<file path="config.mk">
export PLATFORM = sky130hd
export DESIGN_NAME = sec_ram
export DESIGN_NICKNAME = d
export VERILOG_FILES = /design/src/hdl/sec_ram.sv
export SDC_FILE = /design/constraint.sdc
export NUM_CORES = 1
export LEC_CHECK = 0
export BUFFER_PORTS_ARGS = -buffer_cell sky130_fd_sc_hd__buf_2
export CORE_MARGIN = 2
export CORE_UTILIZATION = 50
export DETAILED_ROUTE_END_ITERATION = 7
export GPL_TIMING_DRIVEN = 0
export PLACE_DENSITY = 0.73
export REMOVE_ABC_BUFFERS = 1
export SYNTH_ARGS = -nofsm -noshare
export SYNTH_HDL_FRONTEND = slang
export SYNTH_SLANG_ARGS = --single-unit
</file>
<file path="constraint.sdc">
create_clock -name clk_i -period 2.66 [get_ports clk_i]
set_input_delay 0.532 -clock clk_i [delete_from_list [all_inputs] [get_ports clk_i]]
set_output_delay 0.532 -clock clk_i [all_outputs]
set_load 0.05 [all_outputs]
</file>
<file path="src/hdl/sec_ram.sv">
// Generic single-write, single-read synchronous RAM with registered read.
// No dependencies.
`timescale 1ns / 1ps

module sec_ram #(
  parameter int unsigned WIDTH = 8,
  parameter int unsigned DEPTH = 16
) (
  input  logic                                       clk_i,
  input  logic                                       we_i,
  input  logic [((DEPTH > 1) ? $clog2(DEPTH) : 1)-1:0] waddr_i,
  input  logic [WIDTH-1:0]                           wdata_i,
  input  logic [((DEPTH > 1) ? $clog2(DEPTH) : 1)-1:0] raddr_i,
  output logic [WIDTH-1:0]                           rdata_o
);

  logic [WIDTH-1:0] mem [DEPTH];
  logic [WIDTH-1:0] rdata_q;

  // write port, read port returns old data on a same-cycle collision
  always_ff @(posedge clk_i) begin
    if (we_i) begin
      mem[waddr_i] <= wdata_i;
    end
    rdata_q <= mem[raddr_i];
  end

  assign rdata_o = rdata_q;

endmodule

</file>
=== After elaboration in Yosys (flattened, before gate mapping) ===
Memories as Yosys holds them, arrays and structs flattened. A register that Yosys moved wholly into a read port is not among the register bits.
Cells that the tools add are included.

* Muxes and demuxes: 2

{| class="wikitable"
|+ Operators with widths
! cell !! number
|-
| two-way mux 1 bit || 2
|}

* Output and inout port bits: 8
* Register bits after elaboration: 0
* Input port bits: 18
* Bits in writable memories: 128
* Word-level logic and storage cells: 3
* Memories kept: 1

{| class="wikitable"
|+ Memories
! name !! words !! width !! read ports !! clocked after Yosys merged registers in !! wr ports !! RTL line !! source
|-
| mem || 16 || 8 || 1 || 1 || 1 || 17 || <nowiki>logic [WIDTH-1:0] mem [DEPTH];</nowiki>
|}

=== Depth between registers and ports, before layout ===
* Word-level depth: 2
* Depth in mapped cells: 5
* Gate-level depth less buffers: 3

=== Worst setup path before layout ===
Ideal clock, no wire load.

* Path type: input-to-reg
* From: input waddr_i[2] in the netlist's numbering
* To: memory mem[0][0] (enable)
* Cell stages on the path: 2
* Slack: 0.635 ns
* Path buffers: 0
* Required time: 2.277 ns
* Setup time: 0.383 ns
* Arrival: 1.642 ns
* Cell sequence: or3b_2 -> nor3_1

{| class="wikitable"
|+ RTL lines
! element !! RTL line !! source
|-
| start: declaration || 11 || <nowiki>input logic [((DEPTH > 1) ? $clog2(DEPTH) : 1)-1:0] waddr_i,</nowiki>
|-
| end: declaration || 17 ||
|}

No word-level cell before the write port.

==> flow_metrics.env <==
export IMPL_path_cells="buf_2 -> mux4_1 -> a22oi_1 -> nand2_1"
export IMPL_reg2reg_depth=3
export IMPL_grt_first_pass_wirelength_um=13880
export IMPL_hold_viol=0
export IMPL_fin_cells=413
export IMPL_synthCells=229
export IMPL_antenna_found_initial=0
export IMPL_path_max_fanout=32
export IMPL_tightest_slew_ps=1251
export IMPL_final_min_clock_period_ps=2006
export IMPL_ys_types=19
export IMPL_required_ps=3050
export IMPL_min_delay_worst_endpoint="mem[8][2]"
export IMPL_place_congestion=0.7546
export IMPL_multiInputGateArea_sq_um=1067
export IMPL_finalMaxSlewViolations=0
export IMPL_synth_seq_area_share_pct=77.78
export IMPL_clkLatencyLatePin_ps=520
export IMPL_rsz0062_at_grt="no"
export IMPL_synth_cell_area_sq_um=5147
export IMPL_power_density_nw_per_um2=831.7
export IMPL_cts_root_buf="clkbuf_8"
export IMPL_reg2reg_from="mem[9][1]"
export IMPL_hpwlAfterDp_um=5454
export IMPL_viasPerCell=5.734
export IMPL_ys_warn_count=0
export IMPL_ff_latch_area_sq_um=4004
export IMPL_core_sq_um=10140
export IMPL_max_stage_delay_ps=780
export IMPL_antenna_cells=0
export IMPL_drive_gt1_share_pct=28.52
export IMPL_io_pins=26
export IMPL_cap_viol_max_count=0
export IMPL_grt_pass1_vias=2384
export IMPL_critPathKind="input pin to flop"
export IMPL_path_clk_slew_ps=60
export IMPL_rows=37
export IMPL_io_buffers=25
export IMPL_hold_path_class="input pin to flop"
export IMPL_crit_start="raddr_i[0]"
export IMPL_fin_setup_tns_ps=0
export IMPL_start_kind="input pin"
export IMPL_timing_reg2reg_setup_slack_ps=1230
export IMPL_mostFrequentLayoutCells="edfxtp_1 (128), buf_2 (26), mux4_2 (18)"
export IMPL_whs_path_depth=1
export IMPL_hold_ws_ps=384.3
export IMPL_final_common_cell="edfxtp_1"
export IMPL_path_buf_inv=1
export IMPL_cp_arrival_ps=2390
export IMPL_antenna_left=0
export IMPL_syn_area_per_cell_sq_um=22.48
export IMPL_power_leakage_nw=1.981
export IMPL_ys_ff_latch=136
export IMPL_htree_levels=4
export IMPL_endpoint_kind="flop"
export IMPL_rr_endpoint="rdata_o[1]"
export IMPL_cts_buffer_depth=2
export IMPL_drt_initial_drc_count=165
export IMPL_grt_use_total_pct=18.03
export IMPL_min_period_over_period_pct=75.40
export IMPL_crit_slowest_cell="buf_2"
export IMPL_status="finished, final reports clean"
export IMPL_finalSetupViolCount=0
export IMPL_ir_drop_mv=0.4796
export IMPL_overflow=0
export IMPL_die_x_um=105.5
export IMPL_postCtsSetupBuffers=0
export IMPL_nFillCells=735
export IMPL_cts_made_buffers=17
export IMPL_dr_pass1_iters=4
export IMPL_timing_fmax_mhz=498.6
export IMPL_clkSinkCount=136
export IMPL_post_cts_resized=0
export IMPL_areaGrowthSynthToFinish_pct=15.80
export IMPL_crit_family="buffers and inverters"
export IMPL_die_h_um=105.5
export IMPL_hp_start="wdata_i[2]"
export IMPL_cts_hold_buf=0
export IMPL_drc=0
export IMPL_post_drt_wl_per_cell_um=21.98
export IMPL_dieArea_sq_um=11120
export IMPL_cts_tree="done"
export IMPL_wirelength_um=9078
export IMPL_vias=2368
export IMPL_initial_core_util_pct=50.77
export IMPL_nets=282
export IMPL_grt_max_degree=33
export IMPL_fin_skew_ps=7.025
export IMPL_relSlewSlack_pct=15.98
export IMPL_dp_cells=380
## layout make-up
class / instances / share of cell area [%]
sequential: 136 / 67.17
multi-input combinational: 83 / 17.91
clock buffer: 18 / 7.179
tap: 136 / 2.855
clock inverter: 14 / 2.708
timing repair buffer: 26 / 2.183
## registers in the layout, indices dropped and copies added (netlist names)
signal	flops
rdata_o	8
mem	128
## where the power goes
part | total [mW] | switching (mW) | internal (mW)
clock network | 2.30 | 0.916 | 1.38
registers | 2.41 | 0.0114 | 2.40
logic | 0.255 | 0.169 | 0.0857
total | 4.96 | 1.10 | 3.86
## worst reg2reg max path: stages (launching register included)
cell and delay, ps:
edfxtp_1 370, mux4_1 530, a22oi_1 260, nand2_1 140
## layer usage
layer | wire (um) | global-route usage (%) | up-vias
met3 | 645 | 5.813 | 14
met2 | 4294 | 26.45 | 86
met4 | 146 | 7.429 | 0
met1 | 3992 | 25.24 | 1218
met5 | 0 | 0 | -
li1 | - | - | 1050
## cells by family after synthesis
family / Yosys count / synth area share (%)
flip-flops: 136 / 77.78
AO/OA/AOI/OAI: 16 / 2.334
AND/OR/NAND/NOR: 35 / 3.184
buffers and inverters: 10 / 1.677
multiplexers: 32 / 15.02
## per-stage QoR
| step | util [%] | total power [mW] | worst slack [ps] | area [sq um] |
|---|---|---|---|---|
| after floorplan | - | 2.597 | 635.1 | 5061 |
| after global placement | 52.83 | 2.699 | -106.1 | 5356 |
| after detailed placement | 52.88 | 2.709 | 37.84 | 5361 |
| after CTS | 58.69 | 4.991 | 585.0 | 5951 |
| after global routing | 58.79 | 5.099 | 486.8 | 5961 |
| final | 58.79 | 4.958 | 654.4 | 5961 |
## synth_stat cells, drive strengths merged
cell | number | area share, %
or3b | 1 | 0.17
dfxtp | 8 | 3.1
clkdlybuf4s25 | 3 | 0.58
nor2 | 13 | 0.95
and2 | 1 | 0.12
edfxtp | 128 | 75
nand2b | 2 | 0.24
mux4 | 32 | 15
buf | 7 | 1.1
nand2 | 9 | 0.66
nand3b | 2 | 0.29
and2b | 1 | 0.15
nor2b | 1 | 0.12
a22oi | 16 | 2.3
nor3 | 4 | 0.39
nand3 | 1 | 0.097
## how the worst max path moves through the flow
| stage | end | slack [ps] | depth (start not counted) |
|---|---|---|---|
| floorplan | mem[0][0] | 640 | 2 |
| finish | rdata_o[1] | 650 | 4 |
| CTS | rdata_o[1] | 590 | 4 |
| global placement | mem[0][6] | -110 | 3 |
| global route | rdata_o[1] | 490 | 4 |
| detailed placement | rdata_o[1] | 40 | 4 |
Power figures use the tool's default switching activity.
