$ cat src/hdl/sec_pkg.sv
// Shared types and codes for the serial episode counter.
// Used by sec_gap_check and the top level; depends on nothing.
`timescale 1ns / 1ps

package sec_pkg;

  // Request codes carried on req_type
  typedef enum logic [2:0] {
    REQ_LOAD_SYM = 3'd0,
    REQ_LOAD_GAP = 3'd1,
    REQ_EVENT    = 3'd2,
    REQ_READ     = 3'd3,
    REQ_RESTART  = 3'd4
  } req_e;

  // Result status codes
  localparam logic [1:0] STAT_OK  = 2'd0;
  localparam logic [1:0] STAT_OVF = 2'd1;
  localparam logic [1:0] STAT_BAD = 2'd2;

  // Configuration register indexes
  localparam int unsigned CFG_IDX_W  = 2;
  localparam int unsigned CFG_DATA_W = 7;
  localparam logic [CFG_IDX_W-1:0] CFG_LEN   = 2'd0;
  localparam logic [CFG_IDX_W-1:0] CFG_COUNT = 2'd1;
  localparam logic [CFG_IDX_W-1:0] CFG_END   = 2'd2;
  localparam logic [CFG_IDX_W-1:0] CFG_SPLIT = 2'd3;

  // Sequencer states
  typedef enum logic [3:0] {
    ST_CLEAR,
    ST_IDLE,
    ST_RDSUP,
    ST_OUTER,
    ST_OUT_CHK,
    ST_PASS_RD,
    ST_PASS_CHK,
    ST_PREV_CHK,
    ST_SCAN,
    ST_PUSH_CHK,
    ST_PUSH_AGE,
    ST_BUMP,
    ST_WIPE
  } state_e;

  // Gap window verdict for one stored timestamp
  typedef struct packed {
    logic too_old;
    logic fits;
  } gap_flags_t;

endpackage

$ cat src/hdl/sec_gap_check.sv
// Gap window test: signed distance from event time to a stored timestamp
// against the exclusive lower and inclusive upper bound. Uses sec_pkg.
`timescale 1ns / 1ps

module sec_gap_check #(
  parameter int unsigned TIME_BITS = 32
) (
  input  logic [TIME_BITS-1:0] now_i,
  input  logic [TIME_BITS-1:0] stored_i,
  input  logic [31:0]          lo_i,
  input  logic [31:0]          hi_i,
  output sec_pkg::gap_flags_t  flags_o
);

  localparam int unsigned CW = ((TIME_BITS > 32) ? TIME_BITS : 32) + 2;

  logic signed [CW-1:0] delta;
  logic signed [CW-1:0] lo_s;
  logic signed [CW-1:0] hi_s;

  // distance may be negative when the stored time lies after the event
  assign delta = $signed(CW'(now_i)) - $signed(CW'(stored_i));
  assign lo_s  = $signed(CW'(lo_i));
  assign hi_s  = $signed(CW'(hi_i));

  assign flags_o.too_old = (delta > hi_s);
  assign flags_o.fits    = (delta > lo_s) && !(delta > hi_s);

endmodule

$ cat config.mk
export PLATFORM = sky130hd
export DESIGN_NAME = sec_gap_check
export DESIGN_NICKNAME = d
export VERILOG_FILES = /design/src/hdl/sec_pkg.sv /design/src/hdl/sec_gap_check.sv
export SDC_FILE = /design/constraint.sdc
export NUM_CORES = 1
export LEC_CHECK = 0
export BUFFER_PORTS_ARGS = -buffer_cell sky130_fd_sc_hd__buf_2
export CORE_UTILIZATION = 52
export DETAILED_ROUTE_END_ITERATION = 8
export GPL_ROUTABILITY_DRIVEN = 1
export PLACE_DENSITY = 0.93
export SETUP_SLACK_MARGIN = 0.2
export SYNTH_ARGS = -nofsm -noshare
export SYNTH_HDL_FRONTEND = slang
export SYNTH_SLANG_ARGS = --single-unit
$ cat constraint.sdc
create_clock -name vclk -period 7.3
set_input_delay 1.46 -clock vclk [all_inputs]
set_output_delay 1.46 -clock vclk [all_outputs]
set_load 0.03 [all_outputs]
Word level (Yosys, flattened, before mapping)
Index checks and enable logic that the tools add are counted.
{"block": "totals", "reg_bits": 0, "input_bits": 128, "elab_cells": 5}
{"block": "classes", "n_addsub": 1, "n_lt_le_gt_ge": 2, "reduce_logical": 2}
{"cell": "greater-than comparator 33 bit", "n": 2}
{"cell": "subtractor 32 x 32 -> 33 bit", "n": 1}
{"cell": "logical AND 1 bit", "n": 1}
{"cell": "logical NOT 1 bit", "n": 1}

Logic depth before layout (Yosys ltp)
Gate-level depths: netlist (run 1).
{"block": "logic_depth", "word_depth": 4, "mapped_depth": 20}

Worst setup path before layout (run 1)
Ideal clock, no wire load.
{"block": "synth_path", "path_type": "input-to-output", "from": "in now_i[0]", "to": "out flags_o[0] (netlist bit)", "t_arrival_ps": 5715, "required_time_ps": 5840, "setup_slack_ps": 125, "stages": 20, "n_path_buf": 0, "cell_sequence": "inv_1 > ha_1 > fa_1 > nand2b_1 > a21oi_1 > o21ai_1 > o311ai_2 > o2bb2ai_2 > nor2_1 > inv_1 > a31oi_1 > xnor2_1 > ha_1 > a21o_1 > a21o_1 > a21oi_1 > nor2_1 > a2111oi_0 > a21oi_1 > nor4_1"}
{"element": "from (decl)", "line_no": "sec_gap_check.sv:8", "rtl": "input logic [TIME_BITS-1:0] now_i,"}
{"element": "to (decl)", "line_no": "sec_gap_check.sv:12", "rtl": "output sec_pkg::gap_flags_t flags_o"}

==> flow_metrics.py, run 1 <==
metrics = {
    "run_status": {
        "status": "complete, no violations",
    },
    "synth": {
        "synth_area_leader_cell": "ha_1",
        "synthMuxAreaShare_pct": 0,
        "synthAdderAreaFrac_pct": 37.3,
        "syn_area_um2": 3270,
        "synth_nets": 692,
        "synth_top_family_by_area": "adder cells",
        "syn_area_per_cell_um2": 7.01,
        "synth-simple-area-share_pct": 17.0,
        "synthDistinctLibCells": 48,
        "syn_inst": 467,
        "yosysWarnings": 0,
        "synth_compound_area_share_pct": 26.4,
        "synth_top_area_share_pct": 36.7,
        "ys_seq_area_share_pct": 0,
        "synth_xor_area_share_pct": 7.22,
        "netlist_top_cells_area": "ha_1 37%, inv_1 12%, a21oi_1 5.8%",
    },
    "setup_path": {
        "cp.buffers_inverters": 3,
        "cp_slowest_stage_delay_ns": 0.40,
        "cp_cell_sequence": "buf_2 -> inv_1 -> ha_1 -> fa_2 -> nand2b_1 -> a21oi_2 -> o21ai_1 -> o311ai_2 -> o2bb2ai_2 -> o21ai_2 -> o21bai_1 -> a21oi_1 -> xnor2_1 -> ha_1 -> a21o_1 -> a21oi_2 -> nand3_1 -> a211o_1 -> a21oi_1 -> nor4_2 -> buf_4",
        "worst_ep_arrival_time_ns": 5.53,
        "crit_end": "flags_o[0]",
        "cp-start-kind": "input pin",
        "critPathTopFamily": "compound AO/OA/AOI/OAI gates",
        "critPathKind": "in -> out",
        "cp_num_cells": 21,
        "required_ns": 5.84,
        "worst_setup_path_end_kind": "output port",
        "crit_path_start": "now_i[0]",
        "cp_slowest_cell": "o311ai_2",
        "path_max_fanout": 3,
    },
    "detailed_routing": {
        "drc": 0,
        "vias": 3812,
        "routedWlPerCell_um": 14.1,
        "ant_nets": 0,
        "wirelength_um": 9500,
        "drtIter0Drc": 139,
        "vias_per_cell": 5.66,
        "dr.pass1.iters": 5,
    },
    "final_layout": {
        "antennaDiodeCount": 0,
        "seq_cells": 0,
        "final_net_count": 826,
        "nClkBuffers": 0,
        "fillCellCount": 520,
        "drive_above_1_share_pct": 25.9,
        "regArea_um2": 0,
        "instances_no_fill": 674,
        "syn_to_final_growth_pct": 25.5,
    },
    "die": {
        "dieWidth_um": 81.3,
        "start_util_pct": 54.6,
        "die_h_um": 81.3,
        "ios": 130,
        "coreArea_um2": 5990,
        "rows": 28,
        "die_area_um2": 6620,
    },
    "place": {
        "dp.final_hpwl_um": 8260,
        "place.port_buffers": 130,
        "post-place-cells": 671,
        "gp_congestion": 0.975,
    },
    "global_routing": {
        "grt_pass1_vias": 3681,
        "overflow": 0,
        "antenna_found_initial": 0,
        "grt_pass1_wl_um": 14800,
        "grt.total_usage_pct": 27.7,
        "grt_max_degree": 11,
    },
    "power_and_ir_drop": {
        "powerDensity_nw_per_um2": 104,
        "ir_drop_v": 0.0000515,
        "power.leakage_nw": 2.48,
    },
    "sta": {
        "min_period_ns": 6.99,
        "hold_viol_final": 0,
        "rsz0062_at_grt": "false",
        "finalSetupTns_ns": 0,
        "slew_violations": 0,
        "relSlewSlack_pct": 69.6,
        "period_share_pct": 95.8,
        "tightest_slew_ns": 0.448,
        "fmax_ghz": 0.143,
        "setup_violations": 0,
    },
    "flow_run": {
        "drv_cap": 0,
    },
    "clocking": {
        "cts_hold_buf": 0,
    },
    "hold_path": {
        "min_path_type": "in -> out",
    },
}
## routing by layer
layer / wire, µm / global-route usage, %
met1: 3940 / 31.7
met2: 4670 / 52.7
met3: 471 / 0.899
met4: 411 / 11.6
met5: 0 / 0
## worst min path at each step
| stage | startpoint | end | slack [ns] | depth (start not counted) |
|---|---|---|---|---|
| detailed placement | now_i[31] | flags_o[1] | 3.61 | 5 |
| global route | stored_i[31] | flags_o[1] | 3.66 | 6 |
| finish | stored_i[31] | flags_o[1] | 3.62 | 6 |
| global placement | stored_i[31] | flags_o[1] | 3.60 | 6 |
| CTS | stored_i[31] | flags_o[1] | 3.61 | 6 |
| floorplan | now_i[31] | flags_o[1] | 3.38 | 3 |
## power by group
group          switching (mW)  total (mW)  internal (mW)
Sequential                  0           0              0
Clock                       0           0              0
Combinational           0.233       0.427          0.194
## synth_stat cells (2+ instances only)
| master | n |
|---|---|
| nor2_1 | 32 |
| nor3_1 | 5 |
| nand3_1 | 7 |
| or3_1 | 3 |
| nor3b_1 | 3 |
| o211ai_1 | 2 |
| o21a_1 | 6 |
| o21ai_0 | 19 |
| a211o_1 | 4 |
| a21o_1 | 23 |
| or2_2 | 2 |
| o21bai_1 | 5 |
| nand4_1 | 15 |
| a21oi_1 | 38 |
| xnor2_1 | 21 |
| xor2_1 | 6 |
| and3_1 | 3 |
| nand2b_1 | 3 |
| a211oi_1 | 4 |
| nor4_1 | 3 |
| nor2b_1 | 10 |
| a31oi_1 | 5 |
| o21ai_1 | 4 |
| a2111oi_0 | 2 |
| a221o_1 | 2 |
| and2_1 | 2 |
| ha_1 | 96 |
| inv_1 | 103 |
| o31a_1 | 2 |
| nand2_1 | 19 |
## logic make-up after synthesis
family,count (synthesis)
AO/OA/AOI/OAI,128
buffers and inverters,105
AND/OR/NAND/NOR,110
XOR/XNOR,27
adder cells (fa/ha/maj),97
## cell usage in the layout, fill, tap and decap left out, types with 7 or more instances in the layout
cell type,count
nand4_1,15
nor2b_1,10
inv_1,103
ha_1,96
a21o_1,23
nor2_1,32
xnor2_1,21
nand3_1,7
buf_2,129
a21oi_1,33
o21ai_0,18
nand2_1,19
## area by class of cell
| class | count | area, µm² | share of cell area [%] |
|---|---|---|---|
| Multi-Input combinational cell | 362 | 2940 | 71.7 |
| Timing Repair Buffer | 134 | 683 | 16.6 |
| Inverter | 103 | 387 | 9.41 |
| Tap cell | 75 | 93.8 | 2.29 |
## through the flow
step	total power, mW	hold slack, ns	util, %	setup WS (ns)	area (µm²)
5_1_grt	0.479	3.66	68.5	0.136	4110
2_1_floorplan	0.285	3.38	-	0.445	3280
6_report	0.427	3.62	68.5	0.307	4110
3_3_place_gp	0.375	3.60	67.1	0.343	4020
3_5_place_dp	0.399	3.61	67.1	0.173	4020
4_1_cts	0.402	3.61	67.1	0.215	4020
## worst min-delay path, cell delays in order
cell,delay (ns)
buf_2,0.07
inv_1,0.03
ha_1,0.20
nor2_1,0.15
nor3b_1,0.07
buf_2,0.17
## repair_timing
action	in CTS	in global routing
endpoints found under the hold margin	0	0
pin swaps	1	8
buffers inserted	0	3
gates resized for setup	0	17
setup endpoints to repair	1	2
Power figures use the tool's default switching activity.
==> run 2, diff against run 1 <==
--- a/config.mk
+++ b/config.mk
@@ -6,10 +6,10 @@
 export NUM_CORES = 1
 export LEC_CHECK = 0
 export BUFFER_PORTS_ARGS = -buffer_cell sky130_fd_sc_hd__buf_2
-export CORE_UTILIZATION = 52
+export CORE_UTILIZATION = 40
 export DETAILED_ROUTE_END_ITERATION = 8
 export GPL_ROUTABILITY_DRIVEN = 1
-export PLACE_DENSITY = 0.93
+export PLACE_DENSITY = 0.76
 export SETUP_SLACK_MARGIN = 0.2
 export SYNTH_ARGS = -nofsm -noshare
 export SYNTH_HDL_FRONTEND = slang
==> run 2 against run 1 <==
Effect of this change:
- combinational power down 3%
- design area up 1.5%
- final cell count up 4.2%
- sequential share of layout area unchanged
- total power down 2.5%
- first-iteration DRC count down 24%
- setup slack better by 0.12 ns
- flip-flop and latch count unchanged
- global-route usage down 7.0 points
- highest routed layer unchanged
==> flow_metrics.py, run 2 (synthesis gave the netlist of run 1 again) <==
metrics = {
    "hold_path": {
        "whs_path_depth": 6,
        "holdPathEnd": "flags_o[1]",
        "min_path_type": "in -> out",
        "min_from": "stored_i[31]",
    },
    "final_layout": {
        "seq_cells": 0,
        "final_net_count": 827,
        "syn_to_final_growth_pct": 27.4,
        "antennaDiodeCount": 0,
        "design_area_um2": 4170,
        "fillCellCount": 780,
        "nClkBuffers": 0,
        "drive_above_1_share_pct": 26.0,
        "regArea_um2": 0,
        "layout_commonest_cell": "buf_2",
        "final_cell_mix": "129 x buf_2, 103 x inv_1, 95 x ha_1",
    },
    "setup_path": {
        "cp_slowest_cell": "fa_1",
        "path_max_fanout": 3,
        "crit_top_cell": "buf_4",
        "cp_cell_sequence": "buf_2 -> inv_1 -> ha_1 -> fa_1 -> nand2b_4 -> a21oi_2 -> o21ai_2 -> o311ai_4 -> buf_4 -> buf_4 -> a21o_1 -> a21oi_2 -> xnor2_1 -> ha_1 -> nand4_1 -> nor4_4 -> nand2_1 -> a31oi_1 -> a211o_1 -> a21oi_1 -> nor4_2 -> buf_4",
        "critPathKind": "in -> out",
        "worst_setup_path_end_kind": "output port",
        "cp_slowest_stage_delay_ns": 0.41,
        "cp-start-kind": "input pin",
        "required_ns": 5.84,
        "worst_ep_arrival_time_ns": 5.41,
    },
    "global_routing": {
        "grt_max_degree": 11,
        "antenna_found_initial": 0,
        "grt.total_usage_pct": 20.7,
        "overflow": 0,
        "grt_pass1_vias": 3445,
        "grt_pass1_wl_um": 14900,
    },
    "sta": {
        "min_period_ns": 6.87,
        "finalSetupTns_ns": 0,
        "period_share_pct": 94.1,
        "relSlewSlack_pct": 56.6,
        "hold_viol_final": 0,
        "tightest_slew_ns": 0.642,
        "slew_violations": 0,
        "setup_violations": 0,
        "rsz0062_at_grt": "false",
        "fmax_ghz": 0.146,
    },
    "detailed_routing": {
        "route.met3.wl_um": 324,
        "vias": 3651,
        "drc": 0,
        "drtIter0Drc": 105,
        "wl_met2_um": 4530,
        "routedWlPerCell_um": 12.8,
        "wl_met1_um": 4030,
        "dr.pass1.iters": 4,
        "wirelength_um": 8990,
        "vias_per_cell": 5.20,
        "ant_nets": 0,
        "top_layer": "met4",
    },
    "die": {
        "coreArea_um2": 7810,
        "rows": 32,
        "ios": 130,
        "dieWidth_um": 92.5,
        "start_util_pct": 41.9,
        "die_area_um2": 8550,
        "die_h_um": 92.5,
    },
    "power_and_ir_drop": {
        "ir_drop_v": 0.0000416,
        "power_uw": 416,
        "power.leakage_nw": 2.52,
        "powerDensity_nw_per_um2": 99.8,
    },
    "place": {
        "gp_congestion": 0.976,
        "placed_area_um2": 4050,
        "dp.final_hpwl_um": 8100,
        "place.port_buffers": 130,
    },
    "flow_run": {
        "drv_cap": 0,
    },
    "run_status": {
        "status": "complete, no violations",
    },
}
## run 2: what timing repair did
item / in CTS / in global routing
resized for setup: 2 / 15
hold buffers: 0 / 0
setup buffers: 0 / 5
gates cloned: 0 / 0
endpoints found under the setup margin: 1 / 2
pin swaps: 1 / 12
## run 2: how the worst max path moves through the flow
stage | from | to | slack (ns) | cells past startpoint
after floorplan | now_i[0] | flags_o[0] | 0.45 | 20
after global placement | now_i[0] | flags_o[0] | 0.23 | 22
after detailed placement | now_i[0] | flags_o[0] | 0.10 | 22
after CTS | stored_i[1] | flags_o[0] | 0.23 | 20
after global routing | now_i[0] | flags_o[0] | 0.19 | 23
final | now_i[0] | flags_o[0] | 0.43 | 22
## run 2: stage by stage
step           hold WS (ns)  instances  setup WS [ns]  util (%)
2_1_floorplan          3.38        467          0.445         -
3_5_place_dp           3.63        697          0.101      51.9
3_3_place_gp           3.63        697          0.227      51.9
6_report               3.64        702          0.432      53.4
5_1_grt                3.67        702          0.189      53.4
4_1_cts                3.63        697          0.231      52.1
## run 2: layer usage
metal / vias to the layer above / track usage [%]
li1: 1908 / -
met1: 1644 / 25.9
met2: 89 / 39.6
met3: 10 / 0.493
met4: 0 / 2.73
met5: - / 0
## run 2: power by group
group          switching [mW]  internal [mW]  total (mW)
clock network               0              0           0
registers                   0              0           0
logic                   0.225          0.191       0.416
## run 2: final cells by class
type	instances	area, µm²	area share [%]
well taps	102	128	3.06
multi-input cells	362	2960	71.1
repair buffers	135	691	16.6
inverters	103	387	9.27
## run 2: worst max-delay path, delay by kind of cell
family,cells,cell delay (ns)
buffers and inverters,5,0.56
AO/OA/AOI/OAI,8,1.24
XOR/XNOR,1,0.15
AND/OR/NAND/NOR,5,1.05
adder cells (fa/ha/maj),3,0.94
